<file path="src/hdl/dpd_pkg.sv">
`timescale 1ns / 1ps

package dpd_pkg;

   localparam int PacketMaxDefault = 1024;
   localparam int QsLen = 10;

   localparam logic [7:0] CharStart    = 8'h24;  // '$'
   localparam logic [7:0] CharEnd      = 8'h23;  // '#'
   localparam logic [7:0] CharComma    = 8'h2C;
   localparam logic [7:0] CharColon    = 8'h3A;
   localparam logic [7:0] CharHalt     = 8'h3F;  // '?'
   localparam logic [7:0] CharRegRead  = 8'h67;  // 'g'
   localparam logic [7:0] CharRegWrite = 8'h47;  // 'G'
   localparam logic [7:0] CharMemRead  = 8'h6D;  // 'm'
   localparam logic [7:0] CharMemWrite = 8'h4D;  // 'M'
   localparam logic [7:0] CharThread   = 8'h48;  // 'H'
   localparam logic [7:0] CharDetach   = 8'h6B;  // 'k'

   localparam int CanonShift = 47;
   localparam logic [63-CanonShift:0] CanonHigh = 17'h1FFFF;

   typedef enum logic [1:0] {
      PH_IDLE,
      PH_BODY,
      PH_SUM_HI,
      PH_SUM_LO
   } phase_type;

   typedef enum logic [1:0] {
      AP_ADDR,
      AP_LEN,
      AP_STOP,
      AP_DATA
   } arg_phase_type;

   typedef enum logic [2:0] {
      EV_IGNORE,
      EV_BODY,
      EV_ACK,
      EV_NAK,
      EV_OVERRUN,
      EV_BAD_DIGIT
   } event_type;

   typedef enum logic [3:0] {
      KIND_EMPTY,
      KIND_QSUPPORTED,
      KIND_HALT,
      KIND_REG_READ,
      KIND_REG_WRITE,
      KIND_MEM_READ,
      KIND_MEM_WRITE,
      KIND_THREAD,
      KIND_DETACH,
      KIND_OTHER
   } kind_type;

   typedef enum logic [1:0] {
      ARG_OK,
      ARG_MALFORMED,
      ARG_NONCANON
   } arg_error_type;

   // framer -> command decoder
   typedef struct packed {
      logic start;  // '$' seen while idle
      logic take;   // word stored as body byte
      logic ack;    // checksum matched
   } framer_ctl_type;

   function automatic logic is_hex(input logic [7:0] c);
      is_hex = (c inside {[8'h30:8'h39], [8'h41:8'h46], [8'h61:8'h66]});
   endfunction

   // valid only where is_hex holds; letters map through the low nibble
   function automatic logic [3:0] hex_value(input logic [7:0] c);
      if (c inside {[8'h30:8'h39]}) begin
         hex_value = c[3:0];
      end else begin
         hex_value = c[3:0] + 4'd9;
      end
   endfunction

   function automatic logic [7:0] qs_char(input logic [3:0] i);
      case (i)
         4'd0:    qs_char = 8'h71;  // q
         4'd1:    qs_char = 8'h53;  // S
         4'd2:    qs_char = 8'h75;  // u
         4'd3:    qs_char = 8'h70;  // p
         4'd4:    qs_char = 8'h70;  // p
         4'd5:    qs_char = 8'h6F;  // o
         4'd6:    qs_char = 8'h72;  // r
         4'd7:    qs_char = 8'h74;  // t
         4'd8:    qs_char = 8'h65;  // e
         4'd9:    qs_char = 8'h64;  // d
         default: qs_char = 8'h00;
      endcase
   endfunction

endpackage

</file>
<file path="src/hdl/debug_packet_deframer_decoder.sv">
`timescale 1ns / 1ps
// A word that is accepted goes into the input register, then its result into the result register.
// Throughput: one word per cycle; the input register takes the next word
// while a result waits, and stalls only when both registers are full.
// Reset (synchronous, active high) returns the framer to idle and clears all counters.

module debug_packet_deframer_decoder import dpd_pkg::*; #(
   parameter int PACKET_MAX = PacketMaxDefault,
   localparam int CountWidth = $clog2(PACKET_MAX + 1)
) (
   input  logic                  clock,
   input  logic                  reset,
   input  logic                  req_valid,
   output logic                  req_ready,
   input  logic [7:0]            req_rx_byte,
   output logic                  rsp_valid,
   input  logic                  rsp_ready,
   output logic [2:0]            rsp_event_res,
   output logic [7:0]            rsp_body_byte,
   output logic [3:0]            rsp_command_kind,
   output logic [1:0]            rsp_arg_error,
   output logic [63:0]           rsp_mem_address,
   output logic [63:0]           rsp_mem_length,
   output logic [CountWidth-1:0] rsp_payload_start,
   output logic [CountWidth-1:0] rsp_body_length,
   output logic [31:0]           rsp_received_count,
   output logic [31:0]           rsp_bad_checksum_count,
   output logic [31:0]           rsp_handled_count
);

   logic                  in_valid_ff;
   logic [7:0]            rx_byte_ff;
   logic                  out_valid_ff;
   logic                  step;

   framer_ctl_type        ctl;
   logic [CountWidth-1:0] body_count;
   event_type             event_res;
   logic [CountWidth-1:0] body_length;
   logic [31:0]           received_count;
   logic [31:0]           bad_checksum_count;
   logic [31:0]           handled_count;
   kind_type              command_kind;
   arg_error_type         arg_error;
   logic [63:0]           mem_address;
   logic [63:0]           mem_length;
   logic [CountWidth-1:0] payload_start;

   logic [2:0]            event_ff;
   logic [7:0]            body_byte_ff;
   logic [3:0]            kind_ff;
   logic [1:0]            arg_error_ff;
   logic [63:0]           address_ff;
   logic [63:0]           length_ff;
   logic [CountWidth-1:0] payload_start_ff;
   logic [CountWidth-1:0] body_length_ff;
   logic [31:0]           received_ff;
   logic [31:0]           bad_ff;
   logic [31:0]           handled_ff;

   assign step      = in_valid_ff && (!out_valid_ff || rsp_ready);
   assign req_ready = !in_valid_ff || step;

   always_ff @(posedge clock) begin
      if (reset) begin
         in_valid_ff <= 1'b0;
      end else if (req_ready) begin
         in_valid_ff <= req_valid;
      end
   end

   always_ff @(posedge clock) begin
      if (req_valid && req_ready) begin
         rx_byte_ff <= req_rx_byte;
      end
   end

   dpd_framer #(
      .PACKET_MAX(PACKET_MAX)
   ) u_framer (
      .clock             (clock),
      .reset             (reset),
      .step              (step),
      .rx_byte           (rx_byte_ff),
      .ctl               (ctl),
      .body_count        (body_count),
      .event_res         (event_res),
      .body_length       (body_length),
      .received_count    (received_count),
      .bad_checksum_count(bad_checksum_count),
      .handled_count     (handled_count)
   );

   dpd_cmd_decode #(
      .PACKET_MAX(PACKET_MAX)
   ) u_cmd_decode (
      .clock        (clock),
      .reset        (reset),
      .step         (step && ctl != '0),
      .rx_byte      (rx_byte_ff),
      .ctl          (ctl),
      .body_count   (body_count),
      .command_kind (command_kind),
      .arg_error    (arg_error),
      .mem_address  (mem_address),
      .mem_length   (mem_length),
      .payload_start(payload_start)
   );

   always_ff @(posedge clock) begin
      if (reset) begin
         out_valid_ff <= 1'b0;
      end else if (step) begin
         out_valid_ff <= 1'b1;
      end else if (rsp_ready) begin
         out_valid_ff <= 1'b0;
      end
   end

   always_ff @(posedge clock) begin
      if (step) begin
         event_ff         <= event_res;
         body_byte_ff     <= (event_res == EV_BODY) ? rx_byte_ff : 8'h00;
         kind_ff          <= command_kind;
         arg_error_ff     <= arg_error;
         address_ff       <= mem_address;
         length_ff        <= mem_length;
         payload_start_ff <= payload_start;
         body_length_ff   <= body_length;
         received_ff      <= received_count;
         bad_ff           <= bad_checksum_count;
         handled_ff       <= handled_count;
      end
   end

   assign rsp_valid              = out_valid_ff;
   assign rsp_event_res          = event_ff;
   assign rsp_body_byte          = body_byte_ff;
   assign rsp_command_kind       = kind_ff;
   assign rsp_arg_error          = arg_error_ff;
   assign rsp_mem_address        = address_ff;
   assign rsp_mem_length         = length_ff;
   assign rsp_payload_start      = payload_start_ff;
   assign rsp_body_length        = body_length_ff;
   assign rsp_received_count     = received_ff;
   assign rsp_bad_checksum_count = bad_ff;
   assign rsp_handled_count      = handled_ff;

`ifndef SYNTHESIS
   a_body_byte_only_on_body: assert property (@(posedge clock) disable iff (reset)
      out_valid_ff && event_ff != EV_BODY |-> body_byte_ff == 8'h00)
      else $error("body byte set on a non-body word");

   a_decode_only_on_ack: assert property (@(posedge clock) disable iff (reset)
      out_valid_ff && event_ff != EV_ACK |->
         kind_ff == KIND_EMPTY && arg_error_ff == ARG_OK && address_ff == '0)
      else $error("command decode reported without an ack");

   a_args_clear_on_error: assert property (@(posedge clock) disable iff (reset)
      out_valid_ff && arg_error_ff != ARG_OK |->
         length_ff == '0 && payload_start_ff == '0)
      else $error("memory arguments reported with an argument error");

   a_input_held_on_stall: assert property (@(posedge clock) disable iff (reset)
      in_valid_ff && !step |=> in_valid_ff && $stable(rx_byte_ff))
      else $error("input register lost a word during a stall");
`endif

endmodule

</file>
<file path="src/hdl/dpd_framer.sv">
`timescale 1ns / 1ps

module dpd_framer import dpd_pkg::*; #(
   parameter int PACKET_MAX = PacketMaxDefault,
   localparam int CountWidth = $clog2(PACKET_MAX + 1)
) (
   input  logic                  clock,
   input  logic                  reset,
   input  logic                  step,
   input  logic [7:0]            rx_byte,
   output framer_ctl_type        ctl,
   output logic [CountWidth-1:0] body_count,
   output event_type             event_res,
   output logic [CountWidth-1:0] body_length,
   output logic [31:0]           received_count,
   output logic [31:0]           bad_checksum_count,
   output logic [31:0]           handled_count
);

   phase_type             phase_ff, phase_in;
   logic [CountWidth-1:0] count_ff, count_in;
   logic [7:0]            sum_ff, sum_in;
   logic [3:0]            high_ff, high_in;
   logic [31:0]           good_ff, good_in;
   logic [31:0]           bad_ff, bad_in;
   logic [31:0]           done_ff, done_in;
   logic                  digit_ok;
   logic [3:0]            digit;

   always_ff @(posedge clock) begin
      if (reset) begin
         phase_ff <= PH_IDLE;
         count_ff <= '0;
         sum_ff   <= '0;
         high_ff  <= '0;
         good_ff  <= '0;
         bad_ff   <= '0;
         done_ff  <= '0;
      end else if (step) begin
         phase_ff <= phase_in;
         count_ff <= count_in;
         sum_ff   <= sum_in;
         high_ff  <= high_in;
         good_ff  <= good_in;
         bad_ff   <= bad_in;
         done_ff  <= done_in;
      end
   end

   always_comb begin
      phase_in    = phase_ff;
      count_in    = count_ff;
      sum_in      = sum_ff;
      high_in     = high_ff;
      good_in     = good_ff;
      bad_in      = bad_ff;
      done_in     = done_ff;
      event_res   = EV_IGNORE;
      body_length = '0;
      ctl         = '0;
      digit_ok    = is_hex(rx_byte);
      digit       = hex_value(rx_byte);
      case (phase_ff)
         PH_IDLE: begin
            if (rx_byte == CharStart) begin
               ctl.start = 1'b1;
               phase_in  = PH_BODY;
               count_in  = '0;
               sum_in    = '0;
               high_in   = '0;
            end
         end
         PH_BODY: begin
            if (rx_byte == CharEnd) begin
               phase_in = PH_SUM_HI;
            end else if (count_ff < CountWidth'(PACKET_MAX)) begin
               ctl.take  = 1'b1;
               sum_in    = sum_ff + rx_byte;
               count_in  = count_ff + 1'b1;
               event_res = EV_BODY;
            end else begin
               event_res = EV_OVERRUN;
               phase_in  = PH_IDLE;
            end
         end
         PH_SUM_HI: begin
            if (digit_ok) begin
               high_in  = digit;
               phase_in = PH_SUM_LO;
            end else begin
               event_res = EV_BAD_DIGIT;
               phase_in  = PH_IDLE;
            end
         end
         PH_SUM_LO: begin
            phase_in = PH_IDLE;
            if (digit_ok) begin
               good_in     = good_ff + 1'b1;
               body_length = count_ff;
               if ({high_ff, digit} == sum_ff) begin
                  event_res = EV_ACK;
                  done_in   = done_ff + 1'b1;
                  ctl.ack   = 1'b1;
               end else begin
                  event_res = EV_NAK;
                  bad_in    = bad_ff + 1'b1;
               end
            end else begin
               event_res = EV_BAD_DIGIT;
            end
         end
         default: phase_in = PH_IDLE;
      endcase
   end

   assign body_count         = count_ff;
   assign received_count     = good_in;
   assign bad_checksum_count = bad_in;
   assign handled_count      = done_in;

endmodule

</file>
<file path="src/hdl/dpd_cmd_decode.sv">
`timescale 1ns / 1ps

module dpd_cmd_decode import dpd_pkg::*; #(
   parameter int PACKET_MAX = PacketMaxDefault,
   localparam int CountWidth = $clog2(PACKET_MAX + 1)
) (
   input  logic                  clock,
   input  logic                  reset,
   input  logic                  step,
   input  logic [7:0]            rx_byte,
   input  framer_ctl_type        ctl,
   input  logic [CountWidth-1:0] body_count,
   output kind_type              command_kind,
   output arg_error_type         arg_error,
   output logic [63:0]           mem_address,
   output logic [63:0]           mem_length,
   output logic [CountWidth-1:0] payload_start
);

   localparam logic [63:0] ReadLimit = 64'((PACKET_MAX / 2) - 8);

   logic [7:0]            first_ff, first_in;
   logic                  prefix_ff, prefix_in;
   arg_phase_type         ap_ff, ap_in;
   logic [63:0]           addr_ff, addr_in;
   logic [63:0]           len_ff, len_in;
   logic                  fault_ff, fault_in;
   logic [CountWidth-1:0] start_ff, start_in;
   logic                  digit_ok;
   logic [3:0]            digit;
   logic                  is_wr;
   logic                  mem_bad;
   logic                  canon;

   always_ff @(posedge clock) begin
      if (reset) begin
         first_ff  <= '0;
         prefix_ff <= 1'b1;
         ap_ff     <= AP_ADDR;
         addr_ff   <= '0;
         len_ff    <= '0;
         fault_ff  <= 1'b0;
         start_ff  <= '0;
      end else if (step) begin
         first_ff  <= first_in;
         prefix_ff <= prefix_in;
         ap_ff     <= ap_in;
         addr_ff   <= addr_in;
         len_ff    <= len_in;
         fault_ff  <= fault_in;
         start_ff  <= start_in;
      end
   end

   // argument parsing, one body word at a time
   always_comb begin
      first_in  = first_ff;
      prefix_in = prefix_ff;
      ap_in     = ap_ff;
      addr_in   = addr_ff;
      len_in    = len_ff;
      fault_in  = fault_ff;
      start_in  = start_ff;
      digit_ok  = is_hex(rx_byte);
      digit     = hex_value(rx_byte);
      is_wr     = (first_ff == CharMemWrite);
      if (ctl.start) begin
         first_in  = '0;
         prefix_in = 1'b1;
         ap_in     = AP_ADDR;
         addr_in   = '0;
         len_in    = '0;
         fault_in  = 1'b0;
         start_in  = '0;
      end else if (ctl.take) begin
         if (body_count == '0) begin
            first_in = rx_byte;
         end else if (first_ff == CharMemRead || is_wr) begin
            case (ap_ff)
               AP_ADDR: begin
                  if (rx_byte == CharComma) begin
                     ap_in = AP_LEN;
                  end else if (digit_ok) begin
                     addr_in = {addr_ff[59:0], digit};
                  end else begin
                     fault_in = 1'b1;
                     ap_in    = AP_STOP;
                  end
               end
               AP_LEN: begin
                  if (is_wr && rx_byte == CharColon) begin
                     ap_in    = AP_DATA;
                     start_in = body_count + 1'b1;
                  end else if (digit_ok) begin
                     len_in = {len_ff[59:0], digit};
                  end else begin
                     if (is_wr) begin
                        fault_in = 1'b1;
                     end
                     ap_in = AP_STOP;
                  end
               end
               default: ;
            endcase
         end
         if (body_count < CountWidth'(QsLen) && rx_byte != qs_char(body_count[3:0])) begin
            prefix_in = 1'b0;
         end
      end
   end

   // classification at the acked checksum
   always_comb begin
      command_kind  = KIND_EMPTY;
      arg_error     = ARG_OK;
      mem_address   = '0;
      mem_length    = '0;
      payload_start = '0;
      if (ctl.ack && body_count != '0) begin
         if (prefix_ff && body_count >= CountWidth'(QsLen)) begin
            command_kind = KIND_QSUPPORTED;
         end else begin
            case (first_ff)
               CharHalt:     command_kind = KIND_HALT;
               CharRegRead:  command_kind = KIND_REG_READ;
               CharRegWrite: command_kind = KIND_REG_WRITE;
               CharMemRead:  command_kind = KIND_MEM_READ;
               CharMemWrite: command_kind = KIND_MEM_WRITE;
               CharThread:   command_kind = KIND_THREAD;
               CharDetach:   command_kind = KIND_DETACH;
               default:      command_kind = KIND_OTHER;
            endcase
         end
      end
      mem_bad = fault_ff || ap_ff == AP_ADDR ||
                (command_kind == KIND_MEM_WRITE && ap_ff != AP_DATA);
      canon   = (addr_ff[63:CanonShift] == '0) || (addr_ff[63:CanonShift] == CanonHigh);
      if (command_kind == KIND_MEM_READ || command_kind == KIND_MEM_WRITE) begin
         if (mem_bad) begin
            arg_error = ARG_MALFORMED;
         end else if (!canon) begin
            arg_error = ARG_NONCANON;
         end else begin
            mem_address = addr_ff;
            if (command_kind == KIND_MEM_READ && len_ff > ReadLimit) begin
               mem_length = ReadLimit;
            end else begin
               mem_length = len_ff;
            end
            if (command_kind == KIND_MEM_WRITE) begin
               payload_start = start_ff;
            end
         end
      end
   end

endmodule

</file>
<file path="config.mk">
export PLATFORM = sky130hd
export DESIGN_NAME = debug_packet_deframer_decoder
export DESIGN_NICKNAME = d
export VERILOG_FILES = /design/src/hdl/dpd_pkg.sv /design/src/hdl/debug_packet_deframer_decoder.sv /design/src/hdl/dpd_framer.sv /design/src/hdl/dpd_cmd_decode.sv
export SDC_FILE = /design/constraint.sdc
export NUM_CORES = 1
export LEC_CHECK = 0
export BUFFER_PORTS_ARGS = -buffer_cell sky130_fd_sc_hd__buf_2
export CORE_MARGIN = 4
export CORE_UTILIZATION = 45
export CTS_CLUSTER_DIAMETER = 100
export CTS_CLUSTER_SIZE = 16
export DETAILED_ROUTE_END_ITERATION = 16
export PLACE_DENSITY = 0.77
export SYNTH_ARGS = -nofsm -noshare
export SYNTH_HDL_FRONTEND = slang
export SYNTH_SLANG_ARGS = --single-unit
</file>
<file path="constraint.sdc">
create_clock -name clock -period 11.2 [get_ports clock]
set_clock_uncertainty 0.05 [all_clocks]
set_input_delay 2.24 -clock clock [delete_from_list [all_inputs] [get_ports clock]]
set_output_delay 2.24 -clock clock [all_outputs]
set_load 0.02 [all_outputs]
</file>
# ---- Yosys cells after proc, flatten, opt, wreduce, memory -nomap -nowiden
# Memory sizes are Yosys's and may differ from the RTL's. A register that Yosys moved wholly into a read port is not among the register bits.
# Cells that the tools add are included.
dict set report totals {
  register_bits 545
  n_memories 1
  output_inout_bits 265
  romBits 112
  wordCells 235
}
dict set report op_classes {
  add_sub_neg 6
  n_eq_ne 35
  bitwise_logic 3
  n_reduce_logical 55
  muxes 95
  magnitude_cmp 10
}
# memory depth word_bits rd rd_ports_with_merged_regs wr line_no
set mem_list {}
lappend mem_list {{(no name shown)} 16 7 1 1 0 dpd_pkg.sv:86} ;# case (i)
# cell n
set ops {}
lappend ops {{$mux W64} 14}
lappend ops {{$mux W32} 8}
lappend ops {{$mux W11} 9}
lappend ops {{$add A32 B1 Y32 const B} 3}
lappend ops {{$gt A64 B9 Y1 const B} 1}
lappend ops {{$mux W8} 8}
lappend ops {{$eq A8 B7 Y1 const B} 6}
lappend ops {{$eq A8 B6 Y1 const B} 5}
lappend ops {{$mux W4} 7}
lappend ops {{$pmux W4 S7} 1}
lappend ops {{$mux W1} 24}
lappend ops {{$mux W2} 12}
lappend ops {{$pmux W11 S2} 1}
lappend ops {{$reduce_bool A2 Y1} 11}
lappend ops {{$eq A17 B17 Y1 const B} 1}
lappend ops {{$logic_not A17 Y1} 1}
lappend ops {{$ge A8 B7 Y1 const B} 2}
lappend ops {{$le A8 B7 Y1 const B} 2}
lappend ops {{$pmux W8 S2} 1}
lappend ops {{$reduce_and A7 Y1} 2}
lappend ops {{$logic_and A1 B1 Y1} 12}
lappend ops {{$mux W3} 4}
lappend ops {{$ne A3 B3 Y1 const B} 4}
lappend ops {{$add A11 B1 Y11 const B} 1}
lappend ops {{other kinds (38)} 64}

# ---- Logic depth before layout (Yosys ltp)
dict set report depth {
  depth_word 13
  mapped_depth 14
}

# ---- By module
# From an unflattened synthesis, not the netlist that was laid out.
dict set report hier_totals {
  hier_cells 2350
  area_unflattened_um2 24703.7
}
# mod instances cells_each area_per_inst_um2
set by_module_without_submodules {}
lappend by_module_without_submodules {dpd_cmd_decode 1 1040 8453.1}
lappend by_module_without_submodules {debug_packet_deframer_decoder 1 291 8300.5}
lappend by_module_without_submodules {dpd_framer 1 1019 7950.1}

# ---- Worst setup path before layout
# No wires, ideal clock.
dict set report synth_timing {
  path_kind {input -> register}
  from {input rsp_ready}
  to {register u_framer.phase_ff[1]}
  path_stages 8
  setup_time_ps 146
  t_arrival_ps 11227
  t_required_ps 11004
  slack_ps -223
  path_buffers 2
  path_cell_list {nand2b_1 nand2_1 inv_1 clkbuf_1 clkbuf_1 o21ai_0 nand2_1 a21oi_1}
}
dict set report synth_between {
  elab_chain_cells 3
}
# element line_no
set synth_rtl {}
lappend synth_rtl {{start: declaration} debug_packet_deframer_decoder.sv:17} ;# input logic rsp_ready,
lappend synth_rtl {{$logic_or A1 B1 Y1} debug_packet_deframer_decoder.sv:61} ;# assign step = in_valid_ff && (!out_valid_ff || rsp_ready);
lappend synth_rtl {{$logic_and A1 B1 Y1} debug_packet_deframer_decoder.sv:61}
lappend synth_rtl {{net step} debug_packet_deframer_decoder.sv:34} ;# logic step;
lappend synth_rtl {{$reduce_and A3 Y1 (no line)} -}
lappend synth_rtl {{end signal: assignment} dpd_framer.sv:40} ;# phase_ff <= phase_in;
lappend synth_rtl {{end: declaration} dpd_framer.sv:20} ;# phase_type phase_ff, phase_in;
# The timed path passes the listed nets, and every way through them passes these cells.
# A chain may end at the register's enable or synchronous reset.

# ---- Worst setup path after layout
dict set report layout_timing {
  from {input rsp_ready}
  to {output req_ready}
}
dict set report layout_between {
  elab_chain_cells 3
}
# element line_no
set layout_rtl {}
lappend layout_rtl {{$logic_or A1 B1 Y1} debug_packet_deframer_decoder.sv:61}
lappend layout_rtl {{$logic_and A1 B1 Y1} debug_packet_deframer_decoder.sv:61}
lappend layout_rtl {{$logic_or A1 B1 Y1} debug_packet_deframer_decoder.sv:62} ;# assign req_ready = !in_valid_ff || step;
lappend layout_rtl {{end: declaration} debug_packet_deframer_decoder.sv:14} ;# output logic req_ready,
# Every way passes these cells.

==> results.md <==
* Number of antenna violations at the first check in global routing at 7
* Power density relative to cell area at roughly 140 nW/um^2
* Area enclosed by the die boundary at roughly 56000 um^2
* Signal arrival time at the worst endpoint at between 2 and 3 ns
* Number of standard-cell rows in the floorplan at between 80 and 90
* Hold-critical path depth at 2
* Area Growth Syn to Fin at 12.7%
* Boundary pin count at approximately 280
* Critical Path Source Type: input port
* Portion of synthesized cell area occupied by the leading cell type at approximately 35%
* Yosys warns at 0
* Synth area leader: edfxtp_1
* Final Max Tran Viols at 0
* Post-detailed-route DRC marker count at 0
* Count of flip-flops with a built-in enable after synthesis at between 200 and 300
* Reg2reg start: rx_byte_ff[0]
* Worst r2r path cells at 11
* Number of I/O port buffers at approximately 280
* Number of clock sinks seen by CTS at 552
* Dominant cell by count in the synthesized netlist: dfxtp_1
* Post-synth ARST share at 0%
* Number of levels the H-tree was split into at 2
* Vias post-DR at ~17000
* Clock transition at path regs at around 0.07 ns
* Number of global-route vias before repair at between 15000 and 20000
* Library cells used by synthesis at 80
* Total Neg Setup Slack at 0 ns
* Total of cells resized after clock tree synthesis at 0
* Number of buffers created by CTS at 40
* Total detailed-routing wirelength at approximately 56000 um
* Origin of the worst min-delay path: u_cmd_decode.start_ff[5]
* First-pass GRT wire length at roughly 90000 um
* Initial detailed-routing violation count at about 1600
* CTS tree: done
* Max Clock Freq at slightly below 200 MHz
* Vertical die dimension at around 240 um
* Net Count, Synth at between 2000 and 2500
* Mapped Area at about 24000 um^2
* Cell types with the largest area share after synthesis: edfxtp_1 35%, dfxtp_1 24%, xnor2_1 4.2%
* Maximum number of pins on one net before global-route repair at 110
* Maximum fanout along the worst path at 3
* Mean routed wirelength per cell at about 18 um
* Hold Fails Final Rpt at 0
* Hold Worst Slack at just over 0.4 ns
* Routability-driven placement congestion ratio at between 0.8 and 0.9
* Worst Setup Path Type: in -> out
* Tmin final at 5.09 ns
* Hold EP: u_cmd_decode.start_ff[5]
* Worst slew margin at a little under a quarter
* Global Route Usage Sum at between 10% and 20%
* Horizontal die dimension at between 200 and 250 um
* Leakage power figure at 9.10 nW
* Post-Synthesis Cells at 2286
* Setup repair bufs after CTS at 0
* Data required time of the worst path at about 9 ns
* Nature of the critical path endpoint: output pin
* 1st-pass router iterations at 5
* Worst R2R Setup Slack at approximately 6.3 ns
* Result of the run: finished clean
* Fraction of final layout cells with drive strength greater than 1 at between 15 and 20%
* Number of synthesized register bits at ~550
* Number of hold buffers added after CTS at 0
* Root Driver: clkbuf_16
* Worst R2R End: u_framer.done_ff[21]
* Core Area at between 50000 and 60000 um^2
* Setup repair after global routing missed its margin: false
* Max VDD drop at 0.138 mV
* Most instantiated cells after synthesis: 281 x dfxtp_1, 271 x edfxtp_1, 256 x nand2_1, 206 x nor2_1, 192 x nand3_1
* Maximum buffer depth of the clock tree at 3
* Number of nets in the layout at between 2000 and 3000
* Effective utilization at floorplan at between 40% and 50%
* Number of routed nets with antenna violations at 0
* Final cycle utilization of the critical path at roughly 45%
* Aggregate global routing overflow at 0
* Least-Margin Pin Slew at about 1.1 ns
* Worst Hold Class: reg -> reg
* Number of endpoints failing setup at the final stage at 0
* Share of the yosys chip area belonging to registers at between 50 and 60%
* Main flop type after synthesis: dfxtp_1
* Hpwl dp at between 30000 and 40000 um
* Synthesized area per cell at 10.3 um^2
* Max-capacitance violation count at 0
* Detail-routed via count per cell at 5.48
* Clock latency reported for the late side of the worst-skew pair at around 0.6 ns
## registers in the layout, indices dropped and copies added (netlist names), 3 cells and up, named ones only
signal / flops
u_cmd_decode.start_ff: 11
rsp_body_byte: 8
u_framer.bad_ff: 32
rsp_command_kind: 4
u_framer.high_ff: 4
rsp_bad_checksum_count: 32
rsp_handled_count: 32
rsp_event_res: 3
u_cmd_decode.first_ff: 8
rsp_mem_length: 64
rsp_payload_start: 11
u_cmd_decode.addr_ff: 64
u_framer.good_ff: 32
rsp_body_length: 11
u_framer.done_ff: 32
u_framer.body_count: 11
u_framer.sum_ff: 8
rsp_received_count: 32
rx_byte_ff: 8
rsp_mem_address: 64
u_cmd_decode.len_ff: 64
## how the worst max path moves through the flow
stage / from / endpoint / slack [ns] / cells past startpoint
CTS: rsp_ready / u_framer.bad_ff[24] / 6.11 / 9
finish: rsp_ready / req_ready / 6.11 / 4
floorplan: rsp_ready / u_framer.phase_ff[1] / 4.03 / 8
detailed placement: rsp_ready / u_framer.bad_ff[24] / 5.51 / 9
global route: rsp_ready / u_framer.bad_ff[24] / 5.88 / 9
global placement: rsp_ready / u_framer.bad_ff[24] / 5.66 / 9
## metal layers
layer  GRT usage (%)  routed length (um)  vias up
li1                -                   -     8358
met1            25.3               23800     8352
met2            30.9               26100      655
met3            4.87                4670      120
met4            4.81                1230       12
met5               0                  77        -
## through the flow
step | utilization, % | setup slack [ns] | cells | power [mW] | instance area, um^2
floorplan | - | 4.03 | 2286 | 2.35 | 23600
global placement | 49.2 | 5.66 | 3117 | 2.41 | 25400
detailed placement | 49.2 | 5.51 | 3117 | 2.42 | 25400
CTS | 51.4 | 6.11 | 3191 | 3.80 | 26600
global route | 51.4 | 5.88 | 3191 | 3.89 | 26600
finish | 51.5 | 6.11 | 3192 | 3.76 | 26600
## final cells by class
| class | instances | area [um^2] |
|---|---|---|
| fillers | 4513 | 25100 |
| flip-flops and latches | 552 | 13800 |
| multi-input cells | 1571 | 9170 |
| repair buffers | 293 | 1520 |
| clock buffers | 69 | 1110 |
| well taps | 680 | 851 |
| inverters | 21 | 86.3 |
| clock inverters | 5 | 60.1 |
| diodes | 1 | 2.50 |
## where the power goes
group	internal, mW	total (mW)	switching, mW
clock network	0.683	1.39	0.708
registers	2.16	2.18	0.0238
logic	0.0449	0.186	0.142
## placed cells by master, fill, tap and decap left out, types with 9 or more instances in the layout
cell,count
nand4_1,31
dfxtp_1,281
and2_1,146
buf_4,17
edfxtp_1,271
clkbuf_16,40
a22oi_1,18
nor4_1,56
o21ai_0,23
a21oi_1,176
and3_1,38
o21a_1,10
nor2_1,206
nor2b_1,9
ha_1,20
xor2_1,85
buf_2,275
inv_1,19
nand3_1,191
nand2_1,255
xnor2_1,114
or3_1,16
nand2b_1,9
nor3_1,51
a21o_1,13
clkbuf_1,29
## cell families after synthesis
group / Yosys count / share of synthesized area [%]
flops: 552 / 58.4
simple gates: 1061 / 22.6
xor+xnor: 201 / 7.56
mux: 8 / 0.404
compound gates: 279 / 6.97
buf+inv: 163 / 2.85
fa+ha+maj: 22 / 1.19
## worst max-delay path: stages
cell and delay [ns]:
buf_2 0.10, nor2b_1 0.19, nand2_1 0.10, buf_2 0.17
Note: power is estimated with default switching activity, not from simulation.
